### config.mk
export PLATFORM = sky130hd
export DESIGN_NAME = video_register_and_scan_timing_flat
export DESIGN_NICKNAME = d
export VERILOG_FILES = /design/src/design/vrst_pkg.sv /design/src/design/vrst_cmd_if.sv /design/src/design/vrst_res_if.sv /design/src/design/vrst_in_stage.sv /design/src/design/vrst_engine.sv /design/src/design/vrst_out_stage.sv /design/src/design/video_register_and_scan_timing.sv /design/src/flat_wrapper.sv
export VERILOG_INCLUDE_DIRS = /design/src /design/src/design
export SDC_FILE = /design/constraint.sdc
export NUM_CORES = 1
export LEC_CHECK = 0
export BUFFER_PORTS_ARGS = -buffer_cell sky130_fd_sc_hd__buf_2
export CAP_MARGIN = 20
export CORE_MARGIN = 2
export CORE_UTILIZATION = 45
export CTS_CLUSTER_DIAMETER = 40
export CTS_CLUSTER_SIZE = 25
export DETAILED_ROUTE_END_ITERATION = 10
export PLACE_DENSITY = 0.65
export SETUP_SLACK_MARGIN = 0.3
export SLEW_MARGIN = 10
export SYNTH_ARGS = -nofsm -noshare
export SYNTH_HDL_FRONTEND = slang
export SYNTH_HIERARCHICAL = 1
export SYNTH_SLANG_ARGS = --single-unit
### constraint.sdc
create_clock -name clk_i -period 2.4 [get_ports clk_i]
set_clock_uncertainty 0.1 [all_clocks]
set_input_delay 0.36 -clock clk_i [delete_from_list [all_inputs] [get_ports clk_i]]
set_output_delay 0.36 -clock clk_i [all_outputs]
set_load 0.005 [all_outputs]
### src/design/assert_macros.svh
// assertion helpers shared by the rtl files
`ifndef ASSERT_MACROS_SVH
`define ASSERT_MACROS_SVH

// checked only outside reset
`define VRST_ASSERT(lbl, prop, msg) \
  lbl: assert property (@(posedge clk_i) disable iff (!rst_ni) (prop)) else $error(msg);

// checked at every edge, reset included
`define VRST_ASSERT_ALWAYS(lbl, prop, msg) \
  lbl: assert property (@(posedge clk_i) (prop)) else $error(msg);

`endif

### src/design/vrst_pkg.sv
package vrst_pkg;

  typedef enum logic [1:0] {
    CMD_TICK  = 2'd0,
    CMD_READ  = 2'd1,
    CMD_WRITE = 2'd2
  } cmd_e;

  typedef enum logic [2:0] {
    REG_CTRL     = 3'd0,
    REG_MASK     = 3'd1,
    REG_STATUS   = 3'd2,
    REG_OAM_ADDR = 3'd3,
    REG_OAM_DATA = 3'd4,
    REG_SCROLL   = 3'd5,
    REG_ADDR     = 3'd6,
    REG_DATA     = 3'd7
  } reg_e;

  typedef enum logic [1:0] {
    SRC_NONE  = 2'd0,
    SRC_LOCAL = 2'd1,
    SRC_VRAM  = 2'd2,
    SRC_OAM   = 2'd3
  } src_e;

  typedef enum logic [1:0] {
    VOP_NONE  = 2'd0,
    VOP_READ  = 2'd1,
    VOP_WRITE = 2'd2
  } vop_e;

  localparam logic [8:0]  DotLast     = 9'd340;
  localparam logic [8:0]  LineLast    = 9'd261;
  localparam logic [8:0]  VblankLine  = 9'd241;
  localparam logic [8:0]  PostLine    = 9'd240;
  localparam logic [8:0]  ClearDotEnd = 9'd64;
  localparam logic [14:0] StepRow     = 15'd32;
  localparam logic [14:0] StepCol     = 15'd1;
  localparam logic [7:0]  ByteOnes    = 8'hFF;

  typedef struct packed {
    logic [1:0] command;
    logic [2:0] reg_index;
    logic [7:0] write_data;
  } cmd_t;

  typedef struct packed {
    logic [7:0]  read_data;
    logic [1:0]  read_source;
    logic        nmi_pulse;
    logic [1:0]  vram_op;
    logic [14:0] vram_addr;
    logic [7:0]  vram_wdata;
    logic [7:0]  oam_addr;
    logic        oam2_clear;
    logic [4:0]  oam2_index;
    logic [8:0]  scan_line_out;
    logic [8:0]  scan_dot_out;
  } res_t;

endpackage

### src/design/vrst_cmd_if.sv
interface vrst_cmd_if;
  logic       valid;
  logic       ready;
  logic [1:0] command;
  logic [2:0] reg_index;
  logic [7:0] write_data;

  modport source (output valid, output command, output reg_index, output write_data,
                  input ready);
  modport sink (input valid, input command, input reg_index, input write_data,
                output ready);
endinterface

### src/design/vrst_res_if.sv
interface vrst_res_if;
  logic        valid;
  logic        ready;
  logic [7:0]  read_data;
  logic [1:0]  read_source;
  logic        nmi_pulse;
  logic [1:0]  vram_op;
  logic [14:0] vram_addr;
  logic [7:0]  vram_wdata;
  logic [7:0]  oam_addr;
  logic        oam2_clear;
  logic [4:0]  oam2_index;
  logic [8:0]  scan_line_out;
  logic [8:0]  scan_dot_out;

  modport source (output valid, output read_data, output read_source, output nmi_pulse,
                  output vram_op, output vram_addr, output vram_wdata, output oam_addr,
                  output oam2_clear, output oam2_index, output scan_line_out,
                  output scan_dot_out, input ready);
  modport sink (input valid, input read_data, input read_source, input nmi_pulse,
                input vram_op, input vram_addr, input vram_wdata, input oam_addr,
                input oam2_clear, input oam2_index, input scan_line_out,
                input scan_dot_out, output ready);
endinterface

### src/design/vrst_in_stage.sv
module vrst_in_stage (
  input  logic          clk_i,
  input  logic          rst_ni,
  input  logic          valid_i,
  output logic          ready_o,
  input  vrst_pkg::cmd_t item_i,
  input  logic          take_i,
  output logic          valid_o,
  output vrst_pkg::cmd_t item_o
);
  import vrst_pkg::*;

  logic valid_q, valid_d;
  cmd_t item_q;

  assign ready_o = !valid_q || take_i;
  assign valid_d = (valid_i && ready_o) || (valid_q && !take_i);

  always_ff @(posedge clk_i or negedge rst_ni) begin
    if (!rst_ni) begin
      valid_q <= 1'b0;
    end else begin
      valid_q <= valid_d;
    end
  end

  always_ff @(posedge clk_i) begin
    if (valid_i && ready_o) begin
      item_q <= item_i;
    end
  end

  assign valid_o = valid_q;
  assign item_o  = item_q;
endmodule

### src/design/vrst_engine.sv
`include "assert_macros.svh"

module vrst_engine (
  input  logic           clk_i,
  input  logic           rst_ni,
  input  logic           fire_i,
  input  vrst_pkg::cmd_t item_i,
  output vrst_pkg::res_t res_o
);
  import vrst_pkg::*;

  logic [8:0]  scan_line_q, scan_line_d;
  logic [8:0]  scan_dot_q, scan_dot_d;
  logic [7:0]  control_q, control_d;
  logic        vblank_q, vblank_d;
  logic [7:0]  sprite_addr_q, sprite_addr_d;
  logic [14:0] cur_addr_q, cur_addr_d;
  logic [14:0] tmp_addr_q, tmp_addr_d;
  logic        toggle_q, toggle_d;
  logic [7:0]  bus_q, bus_d;

  logic        in_clear_window;
  logic [14:0] addr_step;
  logic [7:0]  wdata;

  // mask and fine x scroll have no visible effect in this block, so they are not kept

  assign in_clear_window = (scan_line_q < PostLine) && (scan_dot_q != 9'd0)
                           && (scan_dot_q <= ClearDotEnd);
  assign addr_step = control_q[2] ? StepRow : StepCol;
  assign wdata     = item_i.write_data;

  always_comb begin
    res_o               = '0;
    res_o.scan_line_out = scan_line_q;
    res_o.scan_dot_out  = scan_dot_q;
    scan_line_d   = scan_line_q;
    scan_dot_d    = scan_dot_q;
    control_d     = control_q;
    vblank_d      = vblank_q;
    sprite_addr_d = sprite_addr_q;
    cur_addr_d    = cur_addr_q;
    tmp_addr_d    = tmp_addr_q;
    toggle_d      = toggle_q;
    bus_d         = bus_q;

    unique case (item_i.command)
      CMD_TICK: begin
        if (scan_line_q == LineLast) begin
          if (scan_dot_q == 9'd1) begin
            vblank_d = 1'b0;
          end
        end else if (scan_line_q < PostLine) begin
          // odd dots of the first 64 clear one secondary sprite byte each
          if (in_clear_window && scan_dot_q[0]) begin
            res_o.oam2_clear = 1'b1;
            res_o.oam2_index = scan_dot_q[5:1];
          end
        end else if (scan_line_q == VblankLine && scan_dot_q == 9'd1) begin
          vblank_d        = 1'b1;
          res_o.nmi_pulse = control_q[7];
        end
        if (scan_dot_q == DotLast) begin
          scan_dot_d  = '0;
          scan_line_d = (scan_line_q == LineLast) ? 9'd0 : scan_line_q + 9'd1;
        end else begin
          scan_dot_d = scan_dot_q + 9'd1;
        end
      end
      CMD_READ: begin
        unique case (item_i.reg_index)
          REG_STATUS: begin
            // race: a read just before vblank sets sees the bit low
            res_o.read_data = {vblank_q && !(scan_line_q == VblankLine
                                             && scan_dot_q == 9'd0),
                               2'b00, bus_q[4:0]};
            res_o.read_source = SRC_LOCAL;
            vblank_d = 1'b0;
            toggle_d = 1'b0;
          end
          REG_OAM_DATA: begin
            if (in_clear_window) begin
              res_o.read_data   = ByteOnes;
              res_o.read_source = SRC_LOCAL;
            end else begin
              res_o.read_source = SRC_OAM;
              res_o.oam_addr    = sprite_addr_q;
            end
          end
          REG_DATA: begin
            res_o.read_source = SRC_VRAM;
            res_o.vram_op     = VOP_READ;
            res_o.vram_addr   = cur_addr_q;
            cur_addr_d        = cur_addr_q + addr_step;
          end
          default: begin
            res_o.read_data   = bus_q;
            res_o.read_source = SRC_LOCAL;
          end
        endcase
      end
      CMD_WRITE: begin
        bus_d = wdata;
        unique case (item_i.reg_index)
          REG_CTRL: begin
            control_d          = wdata;
            res_o.nmi_pulse    = !control_q[7] && wdata[7] && vblank_q;
            tmp_addr_d[11:10]  = wdata[1:0];
          end
          REG_OAM_ADDR: begin
            sprite_addr_d = wdata;
          end
          REG_SCROLL: begin
            if (!toggle_q) begin
              tmp_addr_d[4:0] = wdata[7:3];
            end else begin
              tmp_addr_d[9:5]   = wdata[7:3];
              tmp_addr_d[14:12] = wdata[2:0];
            end
            toggle_d = !toggle_q;
          end
          REG_ADDR: begin
            if (!toggle_q) begin
              tmp_addr_d = {1'b0, wdata[5:0], tmp_addr_q[7:0]};
            end else begin
              tmp_addr_d = {tmp_addr_q[14:8], wdata};
              cur_addr_d = {tmp_addr_q[14:8], wdata};
            end
            toggle_d = !toggle_q;
          end
          REG_DATA: begin
            res_o.vram_op    = VOP_WRITE;
            res_o.vram_addr  = cur_addr_q;
            res_o.vram_wdata = wdata;
            cur_addr_d       = cur_addr_q + addr_step;
          end
          default: begin
          end
        endcase
      end
      default: begin
      end
    endcase
  end

  always_ff @(posedge clk_i or negedge rst_ni) begin
    if (!rst_ni) begin
      scan_line_q   <= '0;
      scan_dot_q    <= '0;
      control_q     <= '0;
      vblank_q      <= 1'b0;
      sprite_addr_q <= '0;
      cur_addr_q    <= '0;
      tmp_addr_q    <= '0;
      toggle_q      <= 1'b0;
      bus_q         <= '0;
    end else if (fire_i) begin
      scan_line_q   <= scan_line_d;
      scan_dot_q    <= scan_dot_d;
      control_q     <= control_d;
      vblank_q      <= vblank_d;
      sprite_addr_q <= sprite_addr_d;
      cur_addr_q    <= cur_addr_d;
      tmp_addr_q    <= tmp_addr_d;
      toggle_q      <= toggle_d;
      bus_q         <= bus_d;
    end
  end

  `VRST_ASSERT(a_scan_range, scan_dot_q <= DotLast && scan_line_q <= LineLast, "scan position out of range")
  `VRST_ASSERT(a_dot_wrap, fire_i && item_i.command == CMD_TICK && scan_dot_q == DotLast |=> scan_dot_q == 9'd0, "dot counter did not wrap")
  `VRST_ASSERT(a_nmi_vblank, fire_i && res_o.nmi_pulse |=> vblank_q, "nmi raised outside vblank")
  `VRST_ASSERT(a_state_hold, !fire_i |=> $stable(cur_addr_q) && $stable(scan_dot_q), "state moved without a beat")
endmodule

### src/design/vrst_out_stage.sv
`include "assert_macros.svh"

module vrst_out_stage (
  input  logic           clk_i,
  input  logic           rst_ni,
  input  logic           valid_i,
  output logic           take_o,
  input  vrst_pkg::res_t res_i,
  output logic           valid_o,
  input  logic           ready_i,
  output vrst_pkg::res_t res_o
);
  import vrst_pkg::*;

  logic valid_q, valid_d;
  res_t res_q;

  assign take_o  = !valid_q || ready_i;
  assign valid_d = valid_i || (valid_q && !ready_i);

  always_ff @(posedge clk_i or negedge rst_ni) begin
    if (!rst_ni) begin
      valid_q <= 1'b0;
    end else if (take_o) begin
      valid_q <= valid_d;
    end
  end

  always_ff @(posedge clk_i) begin
    if (valid_i && take_o) begin
      res_q <= res_i;
    end
  end

  assign valid_o = valid_q;
  assign res_o   = res_q;

  `VRST_ASSERT(a_vram_read_src, valid_q && res_q.read_source == SRC_VRAM |-> res_q.vram_op == VOP_READ, "vram read source without vram read")
  `VRST_ASSERT(a_clear_idx, valid_q && !res_q.oam2_clear |-> res_q.oam2_index == 5'd0, "clear index set without clear")
endmodule

### src/design/video_register_and_scan_timing.sv
// pipeline: two register stages, the input register and then the result register
// throughput: one beat per cycle while res_o.ready holds, each beat yields exactly one result beat
// rate is set by the single state-update pass in vrst_engine, one item per clock unless res_o stalls
// reset: asynchronous active-low rst_ni clears scan position, engine state and valid flags to zero
module video_register_and_scan_timing (
  input  logic       clk_i,
  input  logic       rst_ni,
  vrst_cmd_if.sink   cmd_i,
  vrst_res_if.source res_o
);
  import vrst_pkg::*;

  // input register: holds one command beat
  cmd_t in_item;
  cmd_t s1_item;
  logic s1_valid;
  logic take;
  logic fire;

  // engine output before the result register
  res_t eng_res;
  res_t out_res;

  assign in_item.command    = cmd_i.command;
  assign in_item.reg_index  = cmd_i.reg_index;
  assign in_item.write_data = cmd_i.write_data;

  vrst_in_stage u_in (
    .clk_i   (clk_i),
    .rst_ni  (rst_ni),
    .valid_i (cmd_i.valid),
    .ready_o (cmd_i.ready),
    .item_i  (in_item),
    .take_i  (take),
    .valid_o (s1_valid),
    .item_o  (s1_item)
  );

  // state advances only when the held beat moves into the result register
  assign fire = s1_valid && take;

  vrst_engine u_engine (
    .clk_i  (clk_i),
    .rst_ni (rst_ni),
    .fire_i (fire),
    .item_i (s1_item),
    .res_o  (eng_res)
  );

  // result register: takes a new beat only when empty or when its waiting result is taken
  vrst_out_stage u_out (
    .clk_i   (clk_i),
    .rst_ni  (rst_ni),
    .valid_i (s1_valid),
    .take_o  (take),
    .res_i   (eng_res),
    .valid_o (res_o.valid),
    .ready_i (res_o.ready),
    .res_o   (out_res)
  );

  assign res_o.read_data     = out_res.read_data;
  assign res_o.read_source   = out_res.read_source;
  assign res_o.nmi_pulse     = out_res.nmi_pulse;
  assign res_o.vram_op       = out_res.vram_op;
  assign res_o.vram_addr     = out_res.vram_addr;
  assign res_o.vram_wdata    = out_res.vram_wdata;
  assign res_o.oam_addr      = out_res.oam_addr;
  assign res_o.oam2_clear    = out_res.oam2_clear;
  assign res_o.oam2_index    = out_res.oam2_index;
  assign res_o.scan_line_out = out_res.scan_line_out;
  assign res_o.scan_dot_out  = out_res.scan_dot_out;
endmodule

### src/flat_wrapper.sv
// flat-port wrapper written by rule: the top's interface ports become plain ports
module video_register_and_scan_timing_flat import vrst_pkg::*;
  (clk_i, rst_ni, cmd_i_valid, cmd_i_command, cmd_i_reg_index, cmd_i_write_data, cmd_i_ready, res_o_valid, res_o_read_data, res_o_read_source, res_o_nmi_pulse, res_o_vram_op, res_o_vram_addr, res_o_vram_wdata, res_o_oam_addr, res_o_oam2_clear, res_o_oam2_index, res_o_scan_line_out, res_o_scan_dot_out, res_o_ready);
  vrst_cmd_if cmd_i_i ();
  vrst_res_if res_o_i ();
  input  logic clk_i;
  input  logic rst_ni;
  input wire logic [$bits(cmd_i_i.valid)-1:0] cmd_i_valid;
  input wire logic [$bits(cmd_i_i.command)-1:0] cmd_i_command;
  input wire logic [$bits(cmd_i_i.reg_index)-1:0] cmd_i_reg_index;
  input wire logic [$bits(cmd_i_i.write_data)-1:0] cmd_i_write_data;
  output wire logic [$bits(cmd_i_i.ready)-1:0] cmd_i_ready;
  output wire logic [$bits(res_o_i.valid)-1:0] res_o_valid;
  output wire logic [$bits(res_o_i.read_data)-1:0] res_o_read_data;
  output wire logic [$bits(res_o_i.read_source)-1:0] res_o_read_source;
  output wire logic [$bits(res_o_i.nmi_pulse)-1:0] res_o_nmi_pulse;
  output wire logic [$bits(res_o_i.vram_op)-1:0] res_o_vram_op;
  output wire logic [$bits(res_o_i.vram_addr)-1:0] res_o_vram_addr;
  output wire logic [$bits(res_o_i.vram_wdata)-1:0] res_o_vram_wdata;
  output wire logic [$bits(res_o_i.oam_addr)-1:0] res_o_oam_addr;
  output wire logic [$bits(res_o_i.oam2_clear)-1:0] res_o_oam2_clear;
  output wire logic [$bits(res_o_i.oam2_index)-1:0] res_o_oam2_index;
  output wire logic [$bits(res_o_i.scan_line_out)-1:0] res_o_scan_line_out;
  output wire logic [$bits(res_o_i.scan_dot_out)-1:0] res_o_scan_dot_out;
  input wire logic [$bits(res_o_i.ready)-1:0] res_o_ready;
  assign cmd_i_i.valid = cmd_i_valid;
  assign cmd_i_i.command = cmd_i_command;
  assign cmd_i_i.reg_index = cmd_i_reg_index;
  assign cmd_i_i.write_data = cmd_i_write_data;
  assign cmd_i_ready = cmd_i_i.ready;
  assign res_o_valid = res_o_i.valid;
  assign res_o_read_data = res_o_i.read_data;
  assign res_o_read_source = res_o_i.read_source;
  assign res_o_nmi_pulse = res_o_i.nmi_pulse;
  assign res_o_vram_op = res_o_i.vram_op;
  assign res_o_vram_addr = res_o_i.vram_addr;
  assign res_o_vram_wdata = res_o_i.vram_wdata;
  assign res_o_oam_addr = res_o_i.oam_addr;
  assign res_o_oam2_clear = res_o_i.oam2_clear;
  assign res_o_oam2_index = res_o_i.oam2_index;
  assign res_o_scan_line_out = res_o_i.scan_line_out;
  assign res_o_scan_dot_out = res_o_i.scan_dot_out;
  assign res_o_i.ready = res_o_ready;
  video_register_and_scan_timing u_core (.clk_i(clk_i), .rst_ni(rst_ni), .cmd_i(cmd_i_i), .res_o(res_o_i));
endmodule
==> impl_metrics.py <==
metrics = {
    "die": {
        "core_region_area_mm2": 0.0139,
        "floorplan.io_pins": 87,
        "floorplan.die.height_um": 123,
        "start_util": 0.460,
        "dieWidth_um": 123,
        "die_area_mm2": 0.0152,
        "floorplan.rows": 43,
    },
    "pwr": {
        "power.clock.fraction": 0.369,
        "irDropWorstVdd_uv": 430,
        "cellPowerDensity_mw_per_mm2": 842,
        "finalPower_w": 0.00689,
        "switching_share": 0.273,
        "net_switching_w": 0.00188,
        "total_leakage_power_nw": 3.39,
        "combinationalPowerShare": 0.169,
        "p_seq_frac": 0.462,
        "intPower_w": 0.00501,
    },
    "timing": {
        "period_needed_ns": 2.31,
        "post-route-worst-setup-slack_ns": 0.0903,
        "finalHoldViolCount": 0,
        "final_max_slew_viol_count": 0,
        "final.period_utilization": 0.962,
        "achievable-frequency_mhz": 433,
        "fin_setup_tns_ns": 0,
        "worst-slew-pin-transition_ns": 0.671,
        "unrepaired_setup_endpoints_after_global_routing": "yes",
        "timing.final.setup_violations": 0,
        "maxSlewHeadroom": 0.553,
    },
    "critical_path": {
        "critPathLaunchType": "flop",
        "timing.critical_path.arrival_ns": 2.49,
        "critical_path_class": "flop to flop",
        "r2r-end": "u_core/u_out/res_o[57]",
        "r2r-start": "u_core/u_engine/scan_line_q[1]",
        "r2r_slack_ns": 0.09,
        "worst-r2r-cell-count": 6,
        "end_kind": "flop",
        "required_time_at_the_endpoint_of_the_critical_path_ns": 2.58,
        "worstPathMaxFanout": 2,
    },
    "global_routing": {
        "grt_use_total": 0.205,
        "overflow": 0,
        "first_global_vias": 4528,
        "global_route_wire_length_before_repair_um": 23400,
        "grt_antenna_before_repair": 0,
        "grt_max_degree": 31,
    },
    "routing": {
        "route.final.wire_length_um": 14900,
        "drt-wirelength-per-cell_um": 17.3,
        "drtIter0Drc": 396,
        "post-route-drc-count": 0,
        "via_count": 4721,
        "detailedRoute.firstPassIterationCount": 5,
        "ant_nets": 0,
        "via_per_inst": 5.50,
    },
    "placement": {
        "dp_worst_setup_slack_ns": 0.0452,
        "gp_congestion": 0.843,
        "place.detailed.instances": 810,
        "port_buffers": 86,
        "hpwl_um": 9880,
        "placedInstanceArea_mm2": 0.00732,
    },
    "finish": {
        "multi_input_comb_area_mm2": 0.00239,
        "syn2layout_area_growth_pct": 28.1,
        "post_layout_inst_area_mm2": 0.00818,
        "n_antenna_cell": 0,
        "drive_above_1_share": 0.339,
        "ff_latch_area_mm2": 0.00399,
        "final_net_count": 694,
        "fill_count": 1127,
        "post_route_insts_no_fill": 859,
    },
    "clocking": {
        "tritoncts": "built",
        "h-tree-depth": 4,
        "tritoncts_num_sinks": 143,
        "clk_transition_reported_paths_ns": 0.06,
        "clock_tree.root_cell": "clkbuf_16",
        "tritoncts.num_buffers": 17,
        "clkLatencyLatePin_ns": 0.42,
        "cts_buffer_depth": 2,
    },
    "synth": {
        "ys_seq_elements": 143,
        "synth_edf_count": 81,
        "synth.distinct_cells": 62,
        "synth-seq-area-share": 0.624,
        "syn_inst": 525,
        "synthesis.nets": 553,
        "cell_area_after_synthesis_mm2": 0.00639,
        "yosysWarningCount": 6,
        "synth_area_per_cell_um2": 12.2,
        "synth-async-reset-ratio": 0.434,
        "dominantRegCellSynth": "edfxtp_1",
    },
    "flow_run": {
        "max_cap_viols": 0,
    },
    "min_path": {
        "hold_end": "u_core/u_in/item_o[0]",
        "hp-start": "cmd_i_write_data[0]",
        "min_path_cells": 1,
        "worstHoldPathType": "input pin to flop",
    },
    "run_status": {
        "outcome": "finished, final reports clean",
    },
}
## per-layer routing
layer / part of all wire / vias up / wire length, um / GRT usage
met5: 0 / - / 0 / 0
met4: 0.025 / 0 / 369 / 0.0930
met3: 0.057 / 27 / 852 / 0.0494
met2: 0.47 / 152 / 6930 / 0.306
met1: 0.45 / 2297 / 6740 / 0.285
li1: - / 2245 / - / -
## critical path, cell delays in order (launching register included)
cell and delay (ns):
dfrtp_1 0.39, inv_2 0.09, ha_4 0.12, or4b_4 0.45, or4_4 0.42, or4b_1 0.47, o21ai_1 0.13
## power by group through the flow
stage / Clock [W] / Combinational [W] / Sequential (W)
after floorplan: 0 / 0.000634 / 0.00318
after global routing: 0.00269 / 0.00129 / 0.00323
final: 0.00254 / 0.00116 / 0.00319
after detailed placement: 0 / 0.00105 / 0.00322
after CTS: 0.00258 / 0.00110 / 0.00317
after global placement: 0 / 0.00102 / 0.00321
## how the worst max path moves through the flow
stage / from / to / slack (ns)
6_report: u_core/u_engine/scan_line_q[1] / u_core/u_out/res_o[57] / 0.09
2_1_floorplan: u_core/u_engine/scan_line_q[1] / u_core/u_out/res_o[57] / 0.17
5_1_grt: u_core/u_engine/scan_line_q[1] / u_core/u_out/res_o[57] / 0.02
3_3_place_gp: u_core/u_engine/scan_line_q[1] / u_core/u_out/res_o[57] / 0.10
4_1_cts: u_core/u_engine/scan_line_q[1] / u_core/u_out/res_o[57] / 0.10
3_5_place_dp: u_core/u_engine/scan_line_q[1] / u_core/u_out/res_o[57] / 0.05
## final cells by class
cell class,count,share of cell area
timing repair buffer,145,0.113
tap,180,0.0275
inverter,20,0.00963
clock buffer,18,0.0524
multi-input combinational,339,0.293
sequential,143,0.487
clock inverter,14,0.0174
## flip-flops by register name, summed over array words and instances, names as in the netlist
signal / count
u_core/u_out/res_o: 68
u_core/u_engine/cur_addr_q: 15
u_core/u_in/item_o: 13
u_core/u_engine/scan_dot_q: 9
u_core/u_engine/scan_line_q: 9
u_core/u_engine/bus_q: 8
u_core/u_engine/sprite_addr_q: 8
u_core/u_engine/tmp_addr_q: 7
u_core/u_engine/control_q: 2
u_core/u_engine/toggle_q: 1
u_core/u_engine/vblank_q: 1
u_core/u_in/valid_o: 1
u_core/u_out/valid_o: 1
## per-stage QoR
step | utilization | hold slack, ns
floorplan | - | -0.0356
global placement | 0.527 | 0.326
detailed placement | 0.527 | 0.336
CTS | 0.580 | 0.00164
global route | 0.590 | 0.000232
finish | 0.590 | 0.0126
## repair_timing
action | 4_1_cts | 5_1_grt
gates resized for setup | 21 | 17
pin swaps | 2 | 3
gates cloned | 0 | 0
buffers inserted | 4 | 6
setup endpoints to repair | 30 | 31
endpoints found under the hold margin | 30 | 2
hold buffers | 5 | 2
## cell usage after synthesis, types with 5 or more instances
cell type	n	area [um2]
nor3_1	14	70.1
a21oi_1	32	160
or3_1	7	43.8
mux2i_1	7	70.1
nand4_1	8	50.1
o21ai_0	17	85.1
inv_1	19	71.3
a211oi_1	5	37.5
a31oi_1	5	31.3
nand3_1	20	100
nand2_1	36	135
clkbuf_1	23	86.3
o211ai_1	7	52.6
ha_1	11	138
and3_1	16	100
xnor2_1	5	43.8
dfrtp_1	62	1550
edfxtp_1	81	2430
mux2_2	21	236
and2_1	24	150
nand2b_1	8	50.1
nor2_1	25	93.8
## cell families after synthesis
family,count (synthesis),share of synthesized area
AO/OA/AOI/OAI,101,0.102
multiplexers,28,0.0480
adder cells (fa/ha/maj),11,0.0215
AND/OR/NAND/NOR,192,0.169
buffers and inverters,43,0.0253
XOR/XNOR,7,0.00960
flip-flops,143,0.624
## cell usage in the layout, fill, tap and decap left out, types with 6 or more instances in the layout
| cell type | count |
|---|---|
| inv_1 | 14 |
| and3_1 | 16 |
| nand2b_1 | 7 |
| nand3_1 | 19 |
| or3_1 | 6 |
| o21ai_0 | 15 |
| dlygate4sd3_1 | 7 |
| dfrtp_1 | 61 |
| and2_1 | 23 |
| nor3_1 | 14 |
| buf_4 | 49 |
| clkbuf_16 | 17 |
| clkinvlp_4 | 6 |
| nand2_1 | 34 |
| o211ai_1 | 7 |
| a21oi_1 | 32 |
| edfxtp_1 | 81 |
| mux2i_1 | 7 |
| nand4_1 | 8 |
| buf_2 | 86 |
| mux2_2 | 20 |
| nor2_1 | 25 |
(Power assumes the default switching activity.)
